**src/rtl/core/ffha_pkg.sv**
```systemverilog
// shared types and constants of the first-fit heap allocator
package ffha_pkg;

    localparam int unsigned HDR_BYTES = 8;

    localparam logic CMD_ALLOC = 1'b0;
    localparam logic CMD_FREE  = 1'b1;

    typedef enum logic [1:0] {
        ST_OK     = 2'd0,
        ST_EMPTY  = 2'd1,
        ST_NO_FIT = 2'd2
    } t_ffha_status;

    typedef enum logic [1:0] {
        RD_HEAD = 2'd0,
        RD_CUR  = 2'd1,
        RD_NEXT = 2'd2,
        RD_BLK  = 2'd3
    } t_rd_sel;

    // controller to datapath
    typedef struct packed {
        logic         ld_req;
        logic         init_wr;
        logic         rd_en;
        t_rd_sel      rd_sel;
        logic         a_split_wr;
        logic         a_link_split;
        logic         a_link_whole;
        logic         a_advance;
        logic         ld_sz;
        logic         f_step;
        logic         f_wr_blk;
        logic         f_wr_prev;
        logic         out_load;
        t_ffha_status res_code;
        logic         res_addr_en;
    } t_ffha_ctl;

    // datapath to controller
    typedef struct packed {
        logic head_end;
        logic fits;
        logic split;
        logic nx_end;
        logic blk_bad;
        logic sz_bad;
        logic walk_more;
        logic overlap;
        logic cur_in;
    } t_ffha_stat;

endpackage

```
**src/rtl/core/ffha_ctrl.sv**
```systemverilog
// sequencer of the allocator: list walk, split, link and coalesce steps
module ffha_ctrl (
    input  logic                  i_clk,
    input  logic                  i_rst_n,
    input  logic                  i_in_valid,
    input  logic                  i_in_cmd,
    output logic                  o_in_ready,
    output logic                  o_out_valid,
    input  logic                  i_out_ready,
    input  ffha_pkg::t_ffha_stat  i_stat,
    output ffha_pkg::t_ffha_ctl   o_ctl
);
    import ffha_pkg::*;

    typedef enum logic [3:0] {
        S_INIT, S_IDLE, S_A_CHK, S_A_LINK, S_F_START, S_F_CHKB,
        S_F_WALK, S_F_STEP, S_F_WB, S_F_WP, S_DONE
    } t_state;

    t_state       r_state, n_state;
    logic         r_out_valid, n_out_valid;
    t_ffha_status r_code, n_code;
    logic         r_addr_en, n_addr_en;

    always_comb begin
        o_ctl       = '0;
        o_ctl.rd_sel = RD_CUR;
        o_ctl.res_code = r_code;
        o_ctl.res_addr_en = r_addr_en;
        n_state     = r_state;
        n_code      = r_code;
        n_addr_en   = r_addr_en;
        n_out_valid = r_out_valid && !i_out_ready;
        o_in_ready  = 1'b0;
        case (r_state)
            S_INIT: begin
                o_ctl.init_wr = 1'b1;
                n_state = S_IDLE;
            end
            S_IDLE: begin
                o_in_ready = 1'b1;
                if (i_in_valid) begin
                    o_ctl.ld_req = 1'b1;
                    n_code    = ST_OK;
                    n_addr_en = 1'b0;
                    if (i_in_cmd == CMD_FREE) begin
                        n_state = S_F_START;
                    end else if (i_stat.head_end) begin
                        n_code  = ST_EMPTY;
                        n_state = S_DONE;
                    end else begin
                        o_ctl.rd_en  = 1'b1;
                        o_ctl.rd_sel = RD_HEAD;
                        n_state = S_A_CHK;
                    end
                end
            end
            S_A_CHK: begin
                if (i_stat.fits) begin
                    n_addr_en = 1'b1;
                    if (i_stat.split) begin
                        o_ctl.a_split_wr = 1'b1;
                        n_state = S_A_LINK;
                    end else begin
                        o_ctl.a_link_whole = 1'b1;
                        n_state = S_DONE;
                    end
                end else if (i_stat.nx_end) begin
                    n_code  = ST_NO_FIT;
                    n_state = S_DONE;
                end else begin
                    o_ctl.a_advance = 1'b1;
                    o_ctl.rd_en     = 1'b1;
                    o_ctl.rd_sel    = RD_NEXT;
                end
            end
            S_A_LINK: begin
                o_ctl.a_link_split = 1'b1;
                n_state = S_DONE;
            end
            S_F_START: begin
                if (i_stat.blk_bad) begin
                    n_state = S_DONE;
                end else begin
                    o_ctl.rd_en  = 1'b1;
                    o_ctl.rd_sel = RD_BLK;
                    n_state = S_F_CHKB;
                end
            end
            S_F_CHKB: begin
                o_ctl.ld_sz = 1'b1;
                n_state = i_stat.sz_bad ? S_DONE : S_F_WALK;
            end
            S_F_WALK: begin
                if (i_stat.walk_more) begin
                    o_ctl.rd_en = 1'b1;
                    n_state = S_F_STEP;
                end else if (i_stat.overlap) begin
                    n_state = S_DONE;
                end else begin
                    // right neighbour header is needed for a merge
                    o_ctl.rd_en = i_stat.cur_in;
                    n_state = S_F_WB;
                end
            end
            S_F_STEP: begin
                o_ctl.f_step = 1'b1;
                n_state = S_F_WALK;
            end
            S_F_WB: begin
                o_ctl.f_wr_blk = 1'b1;
                n_state = S_F_WP;
            end
            S_F_WP: begin
                o_ctl.f_wr_prev = 1'b1;
                n_state = S_DONE;
            end
            S_DONE: begin
                if (!r_out_valid || i_out_ready) begin
                    o_ctl.out_load = 1'b1;
                    n_out_valid = 1'b1;
                    n_state = S_IDLE;
                end
            end
            default: begin
                n_state = S_IDLE;
            end
        endcase
    end

    always_ff @(posedge i_clk) begin
        if (!i_rst_n) begin
            r_state     <= S_INIT;
            r_out_valid <= 1'b0;
            r_code      <= ST_OK;
            r_addr_en   <= 1'b0;
        end else begin
            r_state     <= n_state;
            r_out_valid <= n_out_valid;
            r_code      <= n_code;
            r_addr_en   <= n_addr_en;
        end
    end

    assign o_out_valid = r_out_valid;

endmodule
```
**config.mk**
```make
export PLATFORM = sky130hd
export DESIGN_NAME = ffha_ctrl
export DESIGN_NICKNAME = d
export VERILOG_FILES = /design/src/rtl/core/ffha_pkg.sv /design/src/rtl/core/ffha_ctrl.sv
export SDC_FILE = /design/constraint.sdc
export NUM_CORES = 1
export LEC_CHECK = 0
export BUFFER_PORTS_ARGS = -buffer_cell sky130_fd_sc_hd__buf_2
export CORE_MARGIN = 2
export CORE_UTILIZATION = 47
export DETAILED_ROUTE_END_ITERATION = 16
export GPL_TIMING_DRIVEN = 0
export MAX_ROUTING_LAYER = met4
export PLACE_DENSITY = 0.78
export SETUP_SLACK_MARGIN = 0.5
export SLEW_MARGIN = 20
export SYNTH_ARGS = -nofsm -noshare
export SYNTH_HDL_FRONTEND = slang
export SYNTH_SLANG_ARGS = --single-unit
```
**constraint.sdc**
```tcl
create_clock -name i_clk -period 2.4 [get_ports i_clk]
set_clock_uncertainty 0.2 [all_clocks]
set_input_delay 0.6 -clock i_clk [delete_from_list [all_inputs] [get_ports i_clk]]
set_output_delay 0.6 -clock i_clk [all_outputs]
set_load 0.01 [all_outputs]
```
==> key figures, run 1 <==
Synthesis
  • Netlist cell types: 37
  • Syn Nets: roughly 100
  • Combinational family with the most area after synthesis: simple AND/OR/NAND/NOR gates
  • EDFF count, synth: 0
  • Mapped Cells: just under 90
  • Synth Area in Adders: 0%
  • Synth Area in Compound Gates: ~28%
  • Register bit total from synthesis: 8
  • Simple-Gate Fraction of Synth Area: a little over a third
  • Synthesized area: 654 um^2
  • Synth warn: 0
  • Asr flop ratio synth: 0%
  • Post-synthesis sequential area ratio: about 24%
  • Mux cell area share after synthesis: 0%
  • Post-Synth XOR/XNOR Area: 0%
  • Post-synth top flop: dfxtp_1
  • Mean Syn Cell Area: 7.52 um^2

Global route
  • First-pass GRT wire length: 3660 um
  • Gr usage total: a little over a third
  • Vias in the first global route: 820
  • Largest net degree at the start of global routing: 11
  • Initial antenna violation count: 0
  • Total gr overflow: 0

Setup path
  • Req. time, crit path: about 1.6 ns
  • Register-to-Register Setup Slack: between 0.5 and 0.6 ns
  • R2R cell count: 8
  • CP Max Fanout: 6
  • Largest stage delay on the critical path: roughly 0.33 ns
  • RR Startpoint: r_state[3]
  • Crit path launch: r_state[3]
  • CP Capture Type: output pin
  • Crit path DAT: 1.49 ns
  • Critical-path cell list: buf_6 -> nor2_4 -> nand3_2 -> o31a_1 -> o211ai_1 -> buf_2
  • Setup CP Type: reg2out
  • RR Endpoint: r_state[3]
  • Max stage delay cell, worst path: dfxtp_2
  • CP Capture Point: o_ctl[14]
  • Startpoint types: flip-flop

Power
  • Gate power share: around 54%
  • Sequential power share: between 20% and 30%
  • Lkg Pwr: about 0.58 nW
  • Clk pwr share: 18.9%
  • Pint: between 0.3 and 0.4 mW
  • Worst vdd ir: between 0.0003 and 0.0004 V
  • Cell Pwr Density: roughly 510 mW/mm^2
  • Total power: roughly 0.58 mW
  • Switching Power: ~0.23 mW
  • Sw Share: between 30% and 40%

Place
  • IO Port Bufs: 31
  • Hpwl dp: 1360 um
  • Placed cell areas: between 800 and 900 um^2
  • # placed instances: 133
  • Pre-CTS WS: 0.0989 ns
  • GP Congestion: 0.878

STA
  • RSZ-0062 raised after global routing: yes
  • Period utilization: 95.4%
  • Crit path time final: roughly 2.3 ns
  • Setup TNS: 0 ns
  • Worst slew pin tran: about 0.53 ns
  • Final Slew Violations: 0
  • FMAX: 437 MHz
  • Setup WS post-layout: 0.111 ns
  • Hold slack: between 0.2 and 0.3 ns
  • Hold Vio Cnt, Final: 0
  • Final Setup Violations: 0
  • Slew HR: between 60% and 70%

Finish
  • Most common cell after layout, fill and taps aside: buf_2
  • Final Non-Filler Cells: 154
  • Number of filler cells placed in the layout: 73
  • Cell area after layout: 0.00113 mm^2
  • Layout area overhead: 73.2%
  • Most frequent cells in the layout: 30 x buf_2, 17 x buf_4, 7 x buf_6, 6 x inv_1, 5 x dfxtp_1
  • # diodes: 0
  • Nets@finish: 155
  • Layout cells sized above 1: between 60 and 70%
  • Fin util: 87.1%

Route
  • Post-Route WL: about 3000 um
  • Final ANT Viol Nets: 0
  • Routed vias/inst: approximately 6.2
  • Vias: between 900 and 1000
  • DRT iter0 DRCs: 50
  • DR pass1 iterations: 4
  • DRC: 0
  • Routed wire per std cell: ~19 um

Floorplan
  • Core area: 0.00130 mm^2
  • Ports: 33
  • Die X: around 41 um
  • Row cnt: 13
  • Starting Density: approximately 50%
  • Die Span Y: 41.3 um
  • Full die area: 0.00171 mm^2

Clock network
  • CTS tree: yes
  • H-tree lvl count: 1
  • Clk_lat worst skew: 0.27 ns
  • Clk pin slew, worst setup/hold paths: 0.05 ns
  • CTS max path bufs: 2
  • Sinks on the clock net: 8
  • TritonCTS Buffers: 3
  • CTS hold repair buffers: 0
  • CTS root buffer: clkbuf_4

Worst hold path
  • Hold/Removal Path Class: reg2reg

Outcome
  • Status: finished clean

Job
  • Max Cap Viol: 0
[power groups by stage]
stage / clock network [mW] / registers (mW) / logic (mW)
after detailed placement: 0 / 0.157 / 0.199
after floorplan: 0 / 0.156 / 0.137
final: 0.110 / 0.159 / 0.311
after CTS: 0.107 / 0.157 / 0.269
after global routing: 0.119 / 0.160 / 0.327
after global placement: 0 / 0.156 / 0.196
[final cells by class]
| type | instances | area, um^2 | share of cell area (%) |
|---|---|---|---|
| Clock buffer | 3 | 22.5 | 1.99 |
| Sequential cell | 8 | 166 | 14.7 |
| Multi-Input combinational cell | 66 | 526 | 46.4 |
| Timing Repair Buffer | 49 | 314 | 27.7 |
| Tap cell | 15 | 18.8 | 1.66 |
| Inverter | 7 | 28.8 | 2.54 |
| Buffer | 6 | 57.6 | 5.08 |
[cell usage after synthesis (2+ instances only)]
master    n  area, um^2
nand3_1   5        25.0
nor2_1    7        26.3
buf_2     2        10.0
and3_1    2        12.5
inv_1     7        26.3
nand2b_1  4        25.0
nor3_1    2        10.0
o21ai_0   4        20.0
nand2_1   4        15.0
nor2b_1   5        31.3
a32oi_1   2        17.5
dfxtp_1   8         160
o21a_1    2        15.0
buf_6     2        22.5
o211a_1   2        20.0
or3_1     2        12.5
nand4_1   2        12.5
a221oi_1  2        17.5
buf_4     2        15.0
a21oi_1   4        20.0
[flip-flops by register name (all words and copies together), names as in the netlist]
name         flops
o_out_valid      1
r_code           2
r_addr_en        1
r_state          4
[layer usage]
layer / wire length [um] / vias up / GRT usage [%]
li1: - / 423 / -
met5: 0 / - / -
met4: 155 / 0 / 12.9
met1: 1090 / 443 / 40.1
met3: 309 / 23 / 12.2
met2: 1390 / 66 / 55.5
[worst min-delay path by stage]
stage | start | cells after the start | endpoint | slack [ns]
final | r_code[0] | 2 | r_code[0] | 0.29
after global routing | r_code[0] | 2 | r_code[0] | 0.31
after CTS | r_code[0] | 2 | r_code[0] | 0.29
after detailed placement | r_code[0] | 2 | r_code[0] | 0.28
after global placement | r_code[0] | 2 | r_code[0] | 0.26
after floorplan | r_addr_en | 1 | r_addr_en | 0.27
[critical path, delay by kind of cell (launching register included)]
kind / cells / cell delay (ns)
compound gates: 2 / 0.40
flops: 1 / 0.33
buf+inv: 2 / 0.29
simple gates: 2 / 0.22
[kinds of logic after synthesis]
kind of cell / count (synthesis)
compound gates: 25
simple gates: 41
flops: 8
buf+inv: 13
[timing repair]
item | CTS | global route
setup buffers | 16 | 2
setup endpoints to repair | 15 | 15
gates resized for setup | 24 | 14
pin swaps | 5 | 7
No activity file was read; power rests on OpenSTA's default activity.
==> run 2, diff against run 1 <==
- REMOVE_ABC_BUFFERS: unset -> 1
==> key figures, run 2 (synthesis gave the netlist of run 1 again) <==
Outcome
  • Status: finished clean

Route
  • Final ANT Viol Nets: 0
  • DRT iter0 DRCs: 35
  • Routed wire per std cell: 16.2 um
  • DRC: 0
  • Routed vias/inst: 5.85
  • Vias: between 800 and 900
  • Post-Route WL: about 2500 um
  • DR pass1 iterations: 4

Place
  • IO Port Bufs: 32
  • Hpwl dp: between 1000 and 1500 um
  • Placed cell areas: 786 um^2
  • GP Congestion: between 0.8 and 0.9
  • Pre-CTS WS: between 0.03 and 0.04 ns

Clock network
  • CTS root buffer: clkbuf_4
  • CTS max path bufs: 2
  • Clk pin slew, worst setup/hold paths: roughly 0.050 ns
  • CTS hold repair buffers: 0
  • H-tree lvl count: 1
  • CTS tree: yes
  • Clk_lat worst skew: 0.25 ns
  • Sinks on the clock net: 8
  • TritonCTS Buffers: 3

Job
  • Max Cap Viol: 0

STA
  • Hold Vio Cnt, Final: 0
  • Slew HR: about four fifths
  • Period utilization: just over 90%
  • Worst slew pin tran: 0.326 ns
  • FMAX: around 450 MHz
  • Final Slew Violations: 0
  • Final Setup Violations: 0
  • Setup TNS: 0 ns
  • RSZ-0062 raised after global routing: yes
  • Crit path time final: between 2 and 2.5 ns
  • Setup WS post-layout: 0.178 ns

Power
  • Cell Pwr Density: ~520 mW/mm^2
  • Lkg Pwr: about 0.58 nW
  • Worst vdd ir: approximately 0.00043 V

Global route
  • Vias in the first global route: a little under 800
  • First-pass GRT wire length: 3340 um
  • Largest net degree at the start of global routing: 11
  • Initial antenna violation count: 0
  • Gr usage total: a little under a third
  • Total gr overflow: 0

Finish
  • Most frequent cells in the layout: 31 x buf_2, 20 x buf_4, 6 x inv_1, 5 x nor2_1
  • Top reg by flops: r_state
  • Layout area overhead: 64.8%
  • Most common cell after layout, fill and taps aside: buf_2
  • Layout cells sized above 1: between 50% and 60%
  • Max reg flops: 4
  • # diodes: 0
  • Cell area after layout: 0.00108 mm^2
  • Largest regs: r_state (4), r_code (2)
  • Nets@finish: about 150

Floorplan
  • Row cnt: 13
  • Full die area: between 0.0015 and 0.002 mm^2
  • Starting Density: a little over 50%
  • Die X: 41.3 um
  • Ports: 33
  • Die Span Y: roughly 41 um
  • Core area: between 0.001 and 0.0015 mm^2

Worst hold path
  • Hold/Removal Path Class: reg2reg

Setup path
  • Setup CP Type: reg2out
  • CP Max Fanout: 6
  • CP Capture Type: output pin
  • Startpoint types: flip-flop
  • Crit path DAT: approximately 1.4 ns
  • Req. time, crit path: 1.60 ns
[run 2: worst paths after layout]
| kind | start | to | slack, ns | depth (start not counted) |
|---|---|---|---|---|
| max | r_state[3] | o_ctl[14] | 0.18 | 4 |
| max reg2reg | r_state[1] | r_state[3] | 0.27 | 12 |
| min | r_code[0] | r_code[0] | 0.29 | 2 |
| min reg2reg | r_code[0] | r_code[0] | 0.29 | 2 |
[run 2: worst max-delay path, stage by stage (launching register included)]
cell and delay [ns]:
dfxtp_4 0.37, nand2b_4 0.17, or3_4 0.39, o211ai_1 0.09, buf_2 0.15
[run 2: routing by layer]
metal | up-vias | GRT usage [%] | wire (um)
li1 | 416 | - | -
met1 | 408 | 35.8 | 1020
met2 | 55 | 48.0 | 1160
met3 | 10 | 10.1 | 188
met4 | 0 | 13.7 | 87
met5 | - | - | 0
[run 2: cell type report]
cell class / count / area (um^2)
Tap cell: 15 / 18.8
Timing Repair Buffer: 53 / 329
Clock buffer: 3 / 22.5
Sequential cell: 8 / 175
Multi-Input combinational cell: 66 / 507
Fill cell: 82 / 223
Inverter: 7 / 26.3
[run 2: through the flow]
step	power (mW)	instances	hold slack [ns]	utilization [%]
floorplan	0.276	81	0.297	-
CTS	0.529	149	0.292	79.3
detailed placement	0.339	128	0.284	60.4
global placement	0.335	128	0.263	60.4
global route	0.594	152	0.319	82.9
finish	0.565	152	0.291	82.9
[run 2: what timing repair did]
item                                    CTS  global route
pin swaps                                 5             2
endpoints found under the hold margin     0             0
buffers inserted                         18             3
endpoints found under the setup margin   15            16
gates resized for setup                  25             4
[run 2: power by group]
| part | total, mW | leakage [nW] | switching (mW) | internal (mW) |
|---|---|---|---|---|
| Combinational | 0.295 | 0.493 | 0.142 | 0.153 |
| Sequential | 0.170 | 0.0680 | 0.0227 | 0.148 |
| Clock | 0.0998 | 0.0138 | 0.0428 | 0.0570 |
| Total | 0.565 | 0.575 | 0.208 | 0.358 |
==> run 3, diff against run 2 <==
--- a/constraint.sdc
+++ b/constraint.sdc
@@ -4,2 +4,2 @@
 set_output_delay 0.6 -clock i_clk [all_outputs]
-set_load 0.01 [all_outputs]
+set_load 0.005 [all_outputs]
==> key figures, run 3 (synthesis gave the netlist of run 1 again) <==
Outcome
  • Status: finished clean

Worst hold path
  • Hold EP: r_addr_en
  • Hold Path Depth: 1
  • Hold/Removal Path Class: reg2reg
  • HP Start: r_addr_en

Setup path
  • Crit path DAT: 1.45 ns
  • Startpoint types: flip-flop
  • RR Endpoint: r_state[3]
  • R2R cell count: 12
  • Register-to-Register Setup Slack: around 0.19 ns
  • CP Capture Type: output pin
  • CP Max Fanout: 6
  • RR Startpoint: r_state[1]
  • Setup CP Type: reg2out
  • Req. time, crit path: between 1.5 and 2 ns

Global route
  • Gr usage total: 30.8%
  • Total gr overflow: 0
  • First-pass GRT wire length: between 3000 and 4000 um
  • Vias in the first global route: around 800
  • Initial antenna violation count: 0
  • Largest net degree at the start of global routing: 11

Route
  • Met1 WL: approximately 1100 um
  • Routed wire per std cell: approximately 19 um
  • Post-Route WL: 2970 um
  • Final ANT Viol Nets: 0
  • Top Metal Used: met4
  • Vias: a little under 1000
  • DR pass1 iterations: 5
  • DRT iter0 DRCs: 92
  • Met3 routed WL: ~360 um
  • Routed vias/inst: ~6.3
  • DRC: 0
  • Routed length on met2: ~1300 um

Clock network
  • CTS tree: yes
  • TritonCTS Buffers: 3
  • H-tree lvl count: 1
  • Clk_lat worst skew: 0.25 ns
  • Sinks on the clock net: 8
  • CTS root buffer: clkbuf_4
  • CTS hold repair buffers: 0
  • Clk pin slew, worst setup/hold paths: 0.05 ns
  • CTS max path bufs: 2

Finish
  • # diodes: 0
  • Max reg flops: 4
  • Number of filler cells placed in the layout: 66
  • Most frequent cells in the layout: 31 x buf_2, 21 x buf_4, 5 x inv_1
  • Largest regs: r_state (4), r_code (2)
  • Sequential cell area: ~180 um^2
  • Nets@finish: 157
  • Area of the multi-input gates: 553 um^2
  • Top reg by flops: r_state
  • Layout cells sized above 1: between 60 and 70%
  • Layout area overhead: 78.2%
  • Most common cell after layout, fill and taps aside: buf_2

Power
  • Lkg Pwr: just over 0.6 nW
  • Cell Pwr Density: ~530 mW/mm^2
  • Total power: roughly 0.62 mW
  • Worst vdd ir: between 0.0004 and 0.0005 V

Floorplan
  • Starting Density: 50.3%
  • Core area: ~0.0013 mm^2
  • Row cnt: 13
  • Die X: slightly above 40 um
  • Ports: 33
  • Die Span Y: 41.3 um
  • Full die area: 0.00171 mm^2

STA
  • Worst slew pin tran: ~0.31 ns
  • Final Setup Violations: 0
  • Hold Vio Cnt, Final: 0
  • Crit path time final: approximately 2.2 ns
  • Setup TNS: 0 ns
  • FMAX: around 440 MHz
  • RSZ-0062 raised after global routing: yes
  • Slew HR: roughly 80%
  • Final Slew Violations: 0
  • Period utilization: 93.7%

Place
  • GP Congestion: ~0.8
  • Hpwl dp: 1300 um
  • IO Port Bufs: 32

Job
  • Max Cap Viol: 0
[run 3: worst max path at each step]
stage               startpoint        end  slack, ns
floorplan            i_stat[2]  o_ctl[14]       0.35
global placement    r_state[0]  o_ctl[14]       0.07
detailed placement   i_stat[2]  o_ctl[14]       0.05
CTS                  i_stat[2]  o_ctl[14]       0.19
global route        r_state[1]  o_ctl[14]       0.12
finish              r_state[1]  o_ctl[14]       0.15
[run 3: power breakdown]
part           internal (mW)  switching, mW  leakage [nW]
logic                  0.177          0.169         0.531
clock network         0.0571         0.0437        0.0138
registers              0.148         0.0211        0.0680
[run 3: layer usage]
| metal | up-vias | track usage [%] |
|---|---|---|
| li1 | 426 | - |
| met1 | 435 | 35.8 |
| met2 | 97 | 48.0 |
| met3 | 20 | 10.1 |
| met4 | 0 | 13.7 |
| met5 | - | - |
[run 3: repair_timing]
action	CTS	global route
buffers inserted	18	7
cloned	0	0
pin swaps	5	10
endpoints found under the setup margin	15	16
resized for setup	25	21
[run 3: worst max-delay path, cell delays in order, from the launching register on]
cell	delay, ns
dfxtp_4	0.41
buf_6	0.14
o21ai_4	0.07
or3_4	0.35
o211ai_1	0.09
buf_2	0.14
[run 3: per-stage QoR]
| step | util [%] | setup WS (ns) | cell area, um^2 | instances | hold slack [ns] |
|---|---|---|---|---|---|
| after floorplan | - | 0.351 | 607 | 81 | 0.269 |
| after global placement | 60.4 | 0.0660 | 786 | 128 | 0.263 |
| after detailed placement | 60.4 | 0.0507 | 786 | 128 | 0.284 |
| after CTS | 79.3 | 0.190 | 1030 | 149 | 0.292 |
| final | 89.6 | 0.151 | 1170 | 156 | 0.296 |
| after global routing | 89.6 | 0.121 | 1170 | 156 | 0.319 |
[run 3: area by class of cell]
cell class	count	area share, %
multi-input combinational	66	47.4
timing repair buffer	57	31.8
sequential	8	15.0
inverter	7	2.25
clock buffer	3	1.93
tap	15	1.61
